`src/vdib_pkg.sv`:
```
// Shared types and constants for the vertex dedup index builder.
package vdib_pkg;

  localparam int DistinctDepth = 1024;
  localparam int HandleDepth   = 4096;
  localparam int SlotW    = $clog2(DistinctDepth);
  localparam int HandleW  = $clog2(HandleDepth);
  localparam int DCountW  = SlotW + 1;
  localparam int HCountW  = HandleW + 1;
  localparam int CoordW   = 32;

  typedef enum logic [1:0] {
    ST_OK   = 2'd0,
    ST_OOB  = 2'd1,
    ST_FULL = 2'd2
  } status_t;

  typedef enum logic [3:0] {
    S_IDLE,
    S_SCAN,
    S_SCAN_WAIT,
    S_VTX_DONE,
    S_TRI_MAP,
    S_TRI_MAP_WAIT,
    S_TRI_RD,
    S_TRI_RD_WAIT,
    S_TRI_BOX,
    S_OUT
  } state_t;

  typedef struct packed {
    logic [CoordW-1:0] x;
    logic [CoordW-1:0] y;
    logic [CoordW-1:0] z;
  } vec_t;

endpackage

```
`src/vdib_box.sv`:
```
// Bounding box registers grown by signed min and max compares on each axis.
module vdib_box
  import vdib_pkg::*;
(
  input  logic clk,
  input  logic rst,
  input  logic upd,
  input  vec_t v,
  output vec_t least,
  output vec_t most
);

  function automatic logic [CoordW-1:0] smin(input logic [CoordW-1:0] a,
                                             input logic [CoordW-1:0] b);
    return ($signed(a) < $signed(b)) ? a : b;
  endfunction

  function automatic logic [CoordW-1:0] smax(input logic [CoordW-1:0] a,
                                             input logic [CoordW-1:0] b);
    return ($signed(a) > $signed(b)) ? a : b;
  endfunction

  always_ff @(posedge clk) begin
    if (rst) begin
      least <= {3{1'b0, {(CoordW-1){1'b1}}}};
      most  <= {3{1'b1, {(CoordW-1){1'b0}}}};
    end else if (upd) begin
      least.x <= smin(least.x, v.x);
      least.y <= smin(least.y, v.y);
      least.z <= smin(least.z, v.z);
      most.x  <= smax(most.x, v.x);
      most.y  <= smax(most.y, v.y);
      most.z  <= smax(most.z, v.z);
    end
  end

endmodule

```
`config.mk`:
```
export PLATFORM = sky130hd
export DESIGN_NAME = vdib_box
export DESIGN_NICKNAME = d
export VERILOG_FILES = /design/src/vdib_pkg.sv /design/src/vdib_box.sv
export SDC_FILE = /design/constraint.sdc
export NUM_CORES = 1
export LEC_CHECK = 0
export BUFFER_PORTS_ARGS = -buffer_cell sky130_fd_sc_hd__buf_2
export CORE_MARGIN = 2
export CORE_UTILIZATION = 60
export CTS_CLUSTER_DIAMETER = 60
export DETAILED_ROUTE_END_ITERATION = 8
export PLACE_DENSITY = 0.94
export SLEW_MARGIN = 20
export SYNTH_ARGS = -nofsm -noshare
export SYNTH_HDL_FRONTEND = slang
export SYNTH_SLANG_ARGS = --single-unit
```
`constraint.sdc`:
```
create_clock -name clk -period 6.5 [get_ports clk]
set_clock_uncertainty 0.05 [all_clocks]
set_input_delay 1.625 -clock clk [delete_from_list [all_inputs] [get_ports clk]]
set_output_delay 1.625 -clock clk [all_outputs]
set_load 0.02 [all_outputs]
```
==> impl_metrics.json, run 1 <==
{
  "status": "complete, no violations",
  "r2r_end": "least[65]$_SDFFE_PP1P_",
  "routed-wl-met2_mm": 16.3,
  "yosys-top-cells-count": "210 x nor2_1, 196 x nand2b_1, 192 x dfxtp_1, 192 x mux2i_1, 189 x ha_1",
  "postSynthAreaPerCell_sq_um": 8.91,
  "relSlewSlack_pct": 34.5,
  "grt_pass1_wl_mm": 52.4,
  "yosysSeqAreaShare_pct": 30.5,
  "cp_cell_sequence": "buf_2 -> inv_1 -> ha_1 -> a21o_1 -> a221o_1 -> a221oi_2 -> o21ai_1 -> or3_1 -> a21boi_4 -> buf_4 -> mux2i_1",
  "internal_power_mw": 2.29,
  "post-route-drc-count": 0,
  "synth_ff_type": "dfxtp_1",
  "chipWidth_microns": 149,
  "core.rowCount": 52,
  "start_util_pct": 61.6,
  "fmax_ghz": 0.227,
  "clk_pin_slew_worst_paths_ns": 0.07,
  "critical_path_buf_inv_count": 3,
  "synth-seq-cells": 192,
  "dp_hpwl_mm": 25.1,
  "hold_violations": 0,
  "finalWeightedCongestion": 0.919,
  "cp_top_family": "compound AO/OA/AOI/OAI gates",
  "seqPwrFrac_pct": 39.9,
  "cp.arrival_ns": 4.71,
  "wl_mm": 32.6,
  "r2r-start": "least[89]$_SDFFE_PP1P_",
  "die_y_microns": 149,
  "ys_warn_count": 0,
  "end_kind": "register",
  "htreeDepth": 4,
  "syn_to_final_growth_pct": 17.2,
  "worst_path_max_delay_cell": "a21boi_4",
  "pwr-share-comb_pct": 30.5,
  "crit_path_max_incr_delay_ns": 0.68,
  "r2r_cells": 9,
  "rsz0062_at_grt": "false",
  "worstPathRequired_ns": 6.79,
  "synth.distinct_cells": 43,
  "p_switching_mw": 1.24,
  "portBuffers": 290,
  "p_clk_share_pct": 29.7,
  "hold_start": "most[42]$_SDFFE_PP0P_",
  "netlist_instances": 1412,
  "maxUsedRoutingLayer": "met4",
  "num-nets-final": 1959,
  "netlist_top_cells_area": "dfxtp_1 31%, ha_1 19%, mux2i_1 15%",
  "fp.coreArea_sq_um": 20400,
  "vias_per_cell": 5.65,
  "min_path_type": "register to register",
  "clkSinkCount": 192,
  "wl_per_cell_microns": 16.7,
  "hold_path_end": "most[42]$_SDFFE_PP0P_",
  "yosys.area.top_type": "dfxtp_1",
  "grt_start_max_net_pins": 197,
  "ant_nets": 0,
  "p_sw_share_pct": 35.1,
  "grt_pass1_vias": 11200,
  "fin_cells": 1956,
  "drt_pass1_iterations": 5,
  "final_layout_size_suffix_gt1_share_pct": 20.5,
  "grtUsageTotal_pct": 29.0,
  "finalCritPeriodShare_pct": 67.9,
  "max-cap-violations": 0,
  "boundaryPins": 291,
  "p_leak_nw": 7.30,
  "drt_iter0_drc": 508,
  "whs_path_depth": 2,
  "timing.final.max_slew_violations": 0,
  "num_vias": 11100,
  "synth_edf_count": 0,
  "peakVddDrop_mv": 0.186,
  "dieArea_sq_um": 22200,
  "root_buffer": "clkbuf_16",
  "cts_tree": "built",
  "route.met3.wl_mm": 2.18,
  "setup_viol": 0,
  "numCtsBuffers": 17,
  "yosysMostFrequentCell": "nor2_1",
  "cts_resized": 0,
  "start_kind": "primary input",
  "n_fill_cell": 1429,
  "ff2ff_setup_slack_ns": 3.13,
  "post_cts_buffers": 0,
  "post_synth_instance_area_sq_um": 12600,
  "clock_latency_ns": 0.43,
  "worst_pin_slew_ns": 0.983,
  "fin_tns_setup_ns": 0,
  "hold_buffers": 0,
  "finalCriticalPeriod_ns": 4.41,
  "overflow": 0,
  "cts_buffer_depth": 2,
  "critPathMaxFanout": 17,
  "dp.cells": 1922,
  "antenna_found_initial": 2,
  "power_density_nw_per_um2": 239,
  "async_flop_share_pct": 0,
  "worstSetupPathType": "primary input to register",
  "wl_met1_mm": 12.9,
  "yosysTopAreaCellShare_pct": 30.5,
  "syn_nets": 1700
}
-- worst max-delay path by stage --
stage	endpoint	startpoint	slack (ns)	cells after the start
after floorplan	least[10]$_SDFFE_PP1P_	v[25]	2.61	10
after global placement	least[11]$_SDFFE_PP1P_	v[25]	1.80	11
after detailed placement	least[75]$_SDFFE_PP1P_	v[89]	1.68	11
after CTS	least[75]$_SDFFE_PP1P_	v[89]	2.13	11
after global routing	least[72]$_SDFFE_PP1P_	v[83]	1.90	11
final	least[65]$_SDFFE_PP1P_	v[89]	2.09	11
-- through the flow --
stage	setup slack [ns]	cell area (sq um)	power, mW	hold WS (ns)	util, %
finish	2.09	14700	3.53	0.443	72.2
global route	1.90	14700	3.70	0.462	72.2
CTS	2.13	14700	3.54	0.446	72.2
detailed placement	1.68	14200	2.49	0.435	69.4
global placement	1.80	14200	2.43	0.424	69.4
floorplan	2.61	12600	2.15	0.511	-
-- cells by family (layout without fill, tap and decap cells) --
logic type,count (synthesis),in the layout,share of synthesized area [%]
flops,192,192,30.5
simple gates,522,522,21.4
mux,192,192,15.3
compound gates,155,155,8.32
buf+inv,162,434,5.73
other cells,0,2,0
fa+ha+maj,189,189,18.8
-- layout make-up --
type                            instances  area, sq um  area share, %
Clock inverter                         12          125          0.848
Antenna cell                            2         5.00         0.0339
Timing Repair Buffer                  301         1570           10.6
Inverter                              101          379           2.57
Multi-Input combinational cell       1058         8040           54.5
Tap cell                              270          338           2.29
Clock buffer                           20          447           3.03
Sequential cell                       192         3840           26.1
-- registers in the layout, summed over array words and instances (netlist names) --
| name | count |
|---|---|
| least | 96 |
| most | 96 |
-- metal layers --
metal	track usage [%]	vias to the layer above
met5	0	-
met4	13.8	0
li1	-	5379
met3	6.61	102
met2	52.6	395
met1	32.0	5176
-- placed cells by master, fill, tap and decap left out, types with 17 or more instances in the layout --
cell       instances
nand2_1           33
o21ai_0           23
dfxtp_1          192
ha_1             189
mux2i_1          192
clkbuf_16         17
nand2b_1         196
nand4_1           25
inv_1            101
a21oi_1           67
nor2_1           210
buf_2            289
-- power by group through the flow --
stage / Combinational [mW] / Clock, mW / Sequential, mW
after floorplan: 0.604 / 0 / 1.55
after global placement: 1.01 / 0 / 1.42
after detailed placement: 1.06 / 0 / 1.43
after CTS: 1.07 / 1.07 / 1.40
after global routing: 1.17 / 1.11 / 1.42
final: 1.08 / 1.05 / 1.41
-- worst register-to-register path, cell delays in order, from the launching register on --
cell and delay [ns]:
dfxtp_1 0.34, ha_1 0.30, a21o_1 0.18, a221o_1 0.33
a221oi_2 0.26, o21ai_1 0.11, or3_1 0.37, a21boi_4 0.68
buf_4 0.43, mux2i_1 0.24
No activity file was read; power rests on OpenSTA's default activity.
==> inputs of run 2 (changes only) <==
--- a/config.mk
+++ b/config.mk
@@ -7,10 +7,10 @@
 export LEC_CHECK = 0
 export BUFFER_PORTS_ARGS = -buffer_cell sky130_fd_sc_hd__buf_2
 export CORE_MARGIN = 2
-export CORE_UTILIZATION = 60
+export CORE_UTILIZATION = 55
 export CTS_CLUSTER_DIAMETER = 60
 export DETAILED_ROUTE_END_ITERATION = 8
-export PLACE_DENSITY = 0.94
+export PLACE_DENSITY = 0.87
 export SLEW_MARGIN = 20
 export SYNTH_ARGS = -nofsm -noshare
 export SYNTH_HDL_FRONTEND = slang
==> constraint.sdc (replaced) <==
create_clock -name clk -period 4.5 [get_ports clk]
set_clock_uncertainty 0.05 [all_clocks]
set_input_delay 1.125 -clock clk [delete_from_list [all_inputs] [get_ports clk]]
set_output_delay 1.125 -clock clk [all_outputs]
set_load 0.02 [all_outputs]
==> run 2 against run 1 <==
  * Die area grew 8.8%
  * Via count shrank 1.8%
  * Hold slack gained 0.0036 ns
==> impl_metrics.json, run 2 (synthesized netlist as in run 1, its figures left out) <==
{
  "top_regs": "least x96, most x96",
  "overflow": 0,
  "mostFrequentLayoutCell": "buf_2",
  "cts_tree": "built",
  "rsz0062_at_grt": "false",
  "boundaryPins": 291,
  "clock_latency_ns": 0.43,
  "chipWidth_microns": 155,
  "max-cap-violations": 0,
  "post_cts_buffers": 0,
  "grt_pass1_vias": 10800,
  "die_y_microns": 155,
  "drt_pass1_iterations": 5,
  "numCtsBuffers": 17,
  "r2r_cells": 9,
  "worstSetupPathType": "primary input to register",
  "placed_cell_area_sq_um": 14300,
  "status": "complete, no violations",
  "final_area_sq_um": 14800,
  "relSlewSlack_pct": 41.8,
  "cts_resized": 0,
  "worst_pin_slew_ns": 0.873,
  "pwr-share-comb_pct": 30.1,
  "diodes": 0,
  "wl_per_cell_microns": 16.2,
  "ant_nets": 0,
  "p_switching_mw": 1.78,
  "wl_mm": 31.9,
  "start_util_pct": 55.8,
  "setup_viol": 0,
  "antenna_found_initial": 1,
  "whs_path_depth": 2,
  "cts_buffer_depth": 2,
  "internal_power_mw": 3.35,
  "grtUsageTotal_pct": 26.0,
  "hold_violations": 0,
  "grt_start_max_net_pins": 159,
  "htreeDepth": 4,
  "clk_pin_slew_worst_paths_ns": 0.08,
  "worstPathRequired_ns": 4.80,
  "num-nets-final": 1964,
  "peakVddDrop_mv": 0.222,
  "whs_ns": 0.446,
  "dp_hpwl_mm": 24.7,
  "end_kind": "register",
  "p_leak_nw": 7.33,
  "layout_common_cells": "289 x buf_2, 210 x nor2_1, 196 x nand2b_1",
  "power_density_nw_per_um2": 346,
  "root_buffer": "clkbuf_16",
  "drt_iter0_drc": 493,
  "final_layout_size_suffix_gt1_share_pct": 20.7,
  "p_clk_share_pct": 30.3,
  "core.rowCount": 55,
  "seqPwrFrac_pct": 39.6,
  "start_kind": "primary input",
  "vias_per_cell": 5.50,
  "syn_to_final_growth_pct": 17.9,
  "finalCritPeriodShare_pct": 77.4,
  "min_path_type": "register to register",
  "finalCriticalPeriod_ns": 3.48,
  "r2r-start": "least[25]$_SDFFE_PP1P_",
  "num_vias": 10900,
  "fp.coreArea_sq_um": 22600,
  "grt_pass1_wl_mm": 51.5,
  "timing.final.max_slew_violations": 0,
  "dieArea_sq_um": 24100,
  "fin_tns_setup_ns": 0,
  "finalWeightedCongestion": 0.900,
  "critPathMaxFanout": 26,
  "portBuffers": 290,
  "hold_buffers": 0,
  "p_sw_share_pct": 34.6,
  "clkSinkCount": 192,
  "cp-startpoint": "v[25]",
  "post-route-drc-count": 0,
  "hold_start": "least[63]$_SDFFE_PP0P_",
  "cp.arrival_ns": 3.78,
  "n_fill_cell": 1822,
  "fmax_ghz": 0.287
}
-- run 2: cell types whose count changed in the layout (fill, tap and decap cells not counted), sizes merged --
cell | previous run | this run
clkinv | 1 | 3
inv | 107 | 105
buf | 300 | 305
clkinvlp | 4 | 3
bufinv | 1 | 2
diode | 2 | 0
-- run 2: final timing paths --
| check | end | slack [ns] |
|---|---|---|
| setup / recovery | least[11]$_SDFFE_PP1P_ | 1.02 |
| hold / removal | least[63]$_SDFFE_PP0P_ | 0.45 |
| setup reg to reg | least[11]$_SDFFE_PP1P_ | 1.55 |
| hold reg to reg | least[63]$_SDFFE_PP0P_ | 0.45 |
-- run 2: worst max-delay path, stage by stage --
cell and delay (ns):
buf_2 0.10, inv_1 0.06, ha_1 0.32, a21o_1 0.19
a221o_1 0.34, a221oi_2 0.26, o21ai_1 0.10, or3_1 0.36
a21boi_4 0.37, buf_12 0.28, mux2i_1 0.24
-- run 2: routing by layer --
| layer | vias to the layer above | share of wire [%] | GRT usage [%] |
|---|---|---|---|
| met4 | 2 | 3.6 | 11.3 |
| met5 | - | 0.041 | 0 |
| met3 | 85 | 6.0 | 6.21 |
| li1 | 5374 | - | - |
| met2 | 319 | 48 | 45.4 |
| met1 | 5077 | 42 | 30.4 |
-- run 2: stage by stage --
step	power (mW)	cells	setup slack (ns)	utilization (%)
floorplan	3.11	1412	1.11	-
global placement	3.53	1942	0.708	63.1
detailed placement	3.60	1942	0.617	63.1
CTS	5.16	1974	1.06	65.8
global route	5.40	1974	0.911	65.8
finish	5.13	1974	1.02	65.8
-- run 2: power by group through the flow --
stage	sequential (mW)	clock [mW]	combinational, mW
after CTS	2.03	1.59	1.55
after detailed placement	2.07	0	1.53
final	2.03	1.56	1.55
after global routing	2.05	1.65	1.70
after global placement	2.06	0	1.47
after floorplan	2.24	0	0.873
-- run 2: cell type report --
class	count	area (sq um)	share of cell area [%]
flip-flops and latches	192	3840	25.9
well taps	285	357	2.40
inverters	101	379	2.55
multi-input cells	1058	8040	54.2
repair buffers	306	1630	11.0
clock buffers	20	437	2.94
clock inverters	12	154	1.04
==> inputs of run 3 (changes only) <==
--- a/config.mk
+++ b/config.mk
@@ -7,10 +7,10 @@
 export LEC_CHECK = 0
 export BUFFER_PORTS_ARGS = -buffer_cell sky130_fd_sc_hd__buf_2
 export CORE_MARGIN = 2
-export CORE_UTILIZATION = 55
+export CORE_UTILIZATION = 50
 export CTS_CLUSTER_DIAMETER = 60
 export DETAILED_ROUTE_END_ITERATION = 8
-export PLACE_DENSITY = 0.87
+export PLACE_DENSITY = 0.84
 export SLEW_MARGIN = 20
 export SYNTH_ARGS = -nofsm -noshare
 export SYNTH_HDL_FRONTEND = slang
==> constraint.sdc (replaced) <==
create_clock -name clk -period 3.1 [get_ports clk]
set_clock_uncertainty 0.05 [all_clocks]
set_input_delay 0.775 -clock clk [delete_from_list [all_inputs] [get_ports clk]]
set_output_delay 0.775 -clock clk [all_outputs]
set_load 0.02 [all_outputs]
==> run 3 against run 2 <==
  * Hold slack gained 0.0019 ns
  * Global-route usage down 1.8 points
  * Count of clock-buffer cells in the layout is 1 lower
  * Final cell count up 5.7%
  * Die area grew 9.7%
  * Combinational power increased by 52%
  * Setup slack worse by 0.81 ns
  * Sequential power is 45% higher
  * Critical endpoint is now least[33]$_SDFFE_PP1P_
  * Largest cell class unchanged
  * Highest routed layer unchanged
==> impl_metrics.json, run 3 (synthesized netlist as in run 1, its figures left out) <==
{
  "status": "complete, no violations",
  "peakVddDrop_mv": 0.354,
  "cts_tree": "built",
  "root_buffer": "clkbuf_16",
  "ant_nets": 0,
  "crit_path_max_incr_delay_ns": 0.29,
  "finalCriticalPeriod_ns": 2.90,
  "top_regs": "least x96, most x96",
  "cts_resized": 0,
  "worst_pin_slew_ns": 0.735,
  "finalWeightedCongestion": 0.915,
  "wl_mm": 32.6,
  "post_cts_buffers": 0,
  "diodes": 0,
  "timing.final.max_slew_violations": 0,
  "end_kind": "register",
  "cts_buffer_depth": 2,
  "fp.coreArea_sq_um": 25000,
  "htreeDepth": 4,
  "layout_common_cells": "289 x buf_2, 210 x nor2_1, 196 x nand2b_1",
  "numCtsBuffers": 17,
  "relSlewSlack_pct": 50.4,
  "clock_latency_ns": 0.42,
  "worstSetupPathType": "primary input to register",
  "r2r-start": "most[51]$_SDFFE_PP0P_",
  "core.rowCount": 58,
  "grt.busiest_layer": "met2",
  "syn_to_final_growth_pct": 23.1,
  "wl_per_cell_microns": 15.6,
  "placed_cell_area_sq_um": 14900,
  "final_core_util_pct": 62.0,
  "critPathMaxFanout": 23,
  "clk_pin_slew_worst_paths_ns": 0.08,
  "met3_usage_pct": 4.56,
  "p_leak_nw": 7.71,
  "boundaryPins": 291,
  "chipWidth_microns": 163,
  "die_y_microns": 163,
  "antenna_found_initial": 1,
  "num-nets-final": 2031,
  "power_density_nw_per_um2": 491,
  "grtUsageTotal_pct": 24.2,
  "final_area_sq_um": 15500,
  "start_kind": "primary input",
  "num_vias": 11200,
  "overflow": 0,
  "worst_path_max_delay_cell": "ha_1",
  "max-cap-violations": 0,
  "dieArea_sq_um": 26500,
  "cp_top_family": "simple AND/OR/NAND/NOR gates",
  "finalCritPeriodShare_pct": 93.4,
  "met2_usage_pct": 42.4,
  "grt_pass1_vias": 11000,
  "post-route-drc-count": 0,
  "cp_cell_sequence": "buf_2 -> inv_1 -> buf_4 -> ha_1 -> and4_1 -> nand4_1 -> nand3b_1 -> a31oi_2 -> o21ai_0 -> a21boi_4 -> buf_12 -> mux2i_1",
  "setup_viol": 0,
  "drt_iter0_drc": 650,
  "rsz0062_at_grt": "false",
  "final_layout_size_suffix_gt1_share_pct": 23.9,
  "grt_start_max_net_pins": 136,
  "portBuffers": 290,
  "n_fill_cell": 2073,
  "mostFrequentLayoutCell": "buf_2",
  "hold_violations": 0,
  "critical_path_buf_inv_count": 4,
  "dp_hpwl_mm": 25.6,
  "p_total_mw": 7.60,
  "hold_start": "most[0]$_SDFFE_PP0P_",
  "worstPathRequired_ns": 3.40,
  "vias_per_cell": 5.38,
  "cp-startpoint": "v[62]",
  "grt.met1_usage_pct": 29.8,
  "drt_pass1_iterations": 5,
  "grt_pass1_wl_mm": 52.6,
  "min_path_type": "register to register",
  "clkSinkCount": 192,
  "cp.arrival_ns": 3.20,
  "fmax_ghz": 0.345,
  "hold_buffers": 0,
  "start_util_pct": 50.4
}
run 3: cell types whose count changed in the layout (fill, tap and decap cells not counted), sizes merged:
cell,previous run,this run
buf,305,372
inv,105,108
clkinvlp,3,0
bufinv,2,1
clkbuf,21,20
clkinv,3,5
run 3: power breakdown:
group | internal (mW) | total [mW] | switching [mW] | leakage (nW)
Combinational | 1.03 | 2.36 | 1.33 | 5.83
Clock | 1.19 | 2.30 | 1.11 | 0.298
Sequential | 2.72 | 2.95 | 0.229 | 1.58
Total | 4.94 | 7.60 | 2.67 | 7.71
run 3: stage by stage:
stage | hold slack, ns | setup TNS [ns] | cells | setup WS [ns]
floorplan | 0.511 | 0 | 1412 | 0.0581
global placement | 0.424 | -8.84 | 2054 | -0.0946
detailed placement | 0.438 | -16.53 | 2054 | -0.179
CTS | 0.449 | 0 | 2086 | 0.230
global route | 0.468 | 0 | 2086 | 0.0730
finish | 0.448 | 0 | 2086 | 0.204
run 3: cell type report:
class | count | area [sq um] | share of cell area [%]
clock buffers | 19 | 443 | 2.86
inverters | 101 | 379 | 2.45
well taps | 330 | 413 | 2.67
repair buffers | 373 | 2200 | 14.2
flip-flops and latches | 192 | 3840 | 24.8
multi-input cells | 1058 | 8040 | 51.9
clock inverters | 13 | 170 | 1.10
run 3: tightest hold or removal path, cell delays in order, from the launching register on:
cell and delay (ns):
dfxtp_1 0.33, nand2b_1 0.07, mux2i_1 0.06
run 3: path summary, 6_finish.rpt:
path | endpoint | depth (start not counted) | slack, ns
min | most[0]$_SDFFE_PP0P_ | 2 | 0.45
min reg2reg | most[0]$_SDFFE_PP0P_ | 2 | 0.45
max reg2reg | most[59]$_SDFFE_PP0P_ | 9 | 0.41
max | least[33]$_SDFFE_PP1P_ | 12 | 0.20
run 3: metal layers:
layer / wire length [microns] / share of wire [%]
met5: 16 / 0.049
met2: 15900 / 49
met4: 882 / 2.7
met1: 14000 / 43
met3: 1890 / 5.8
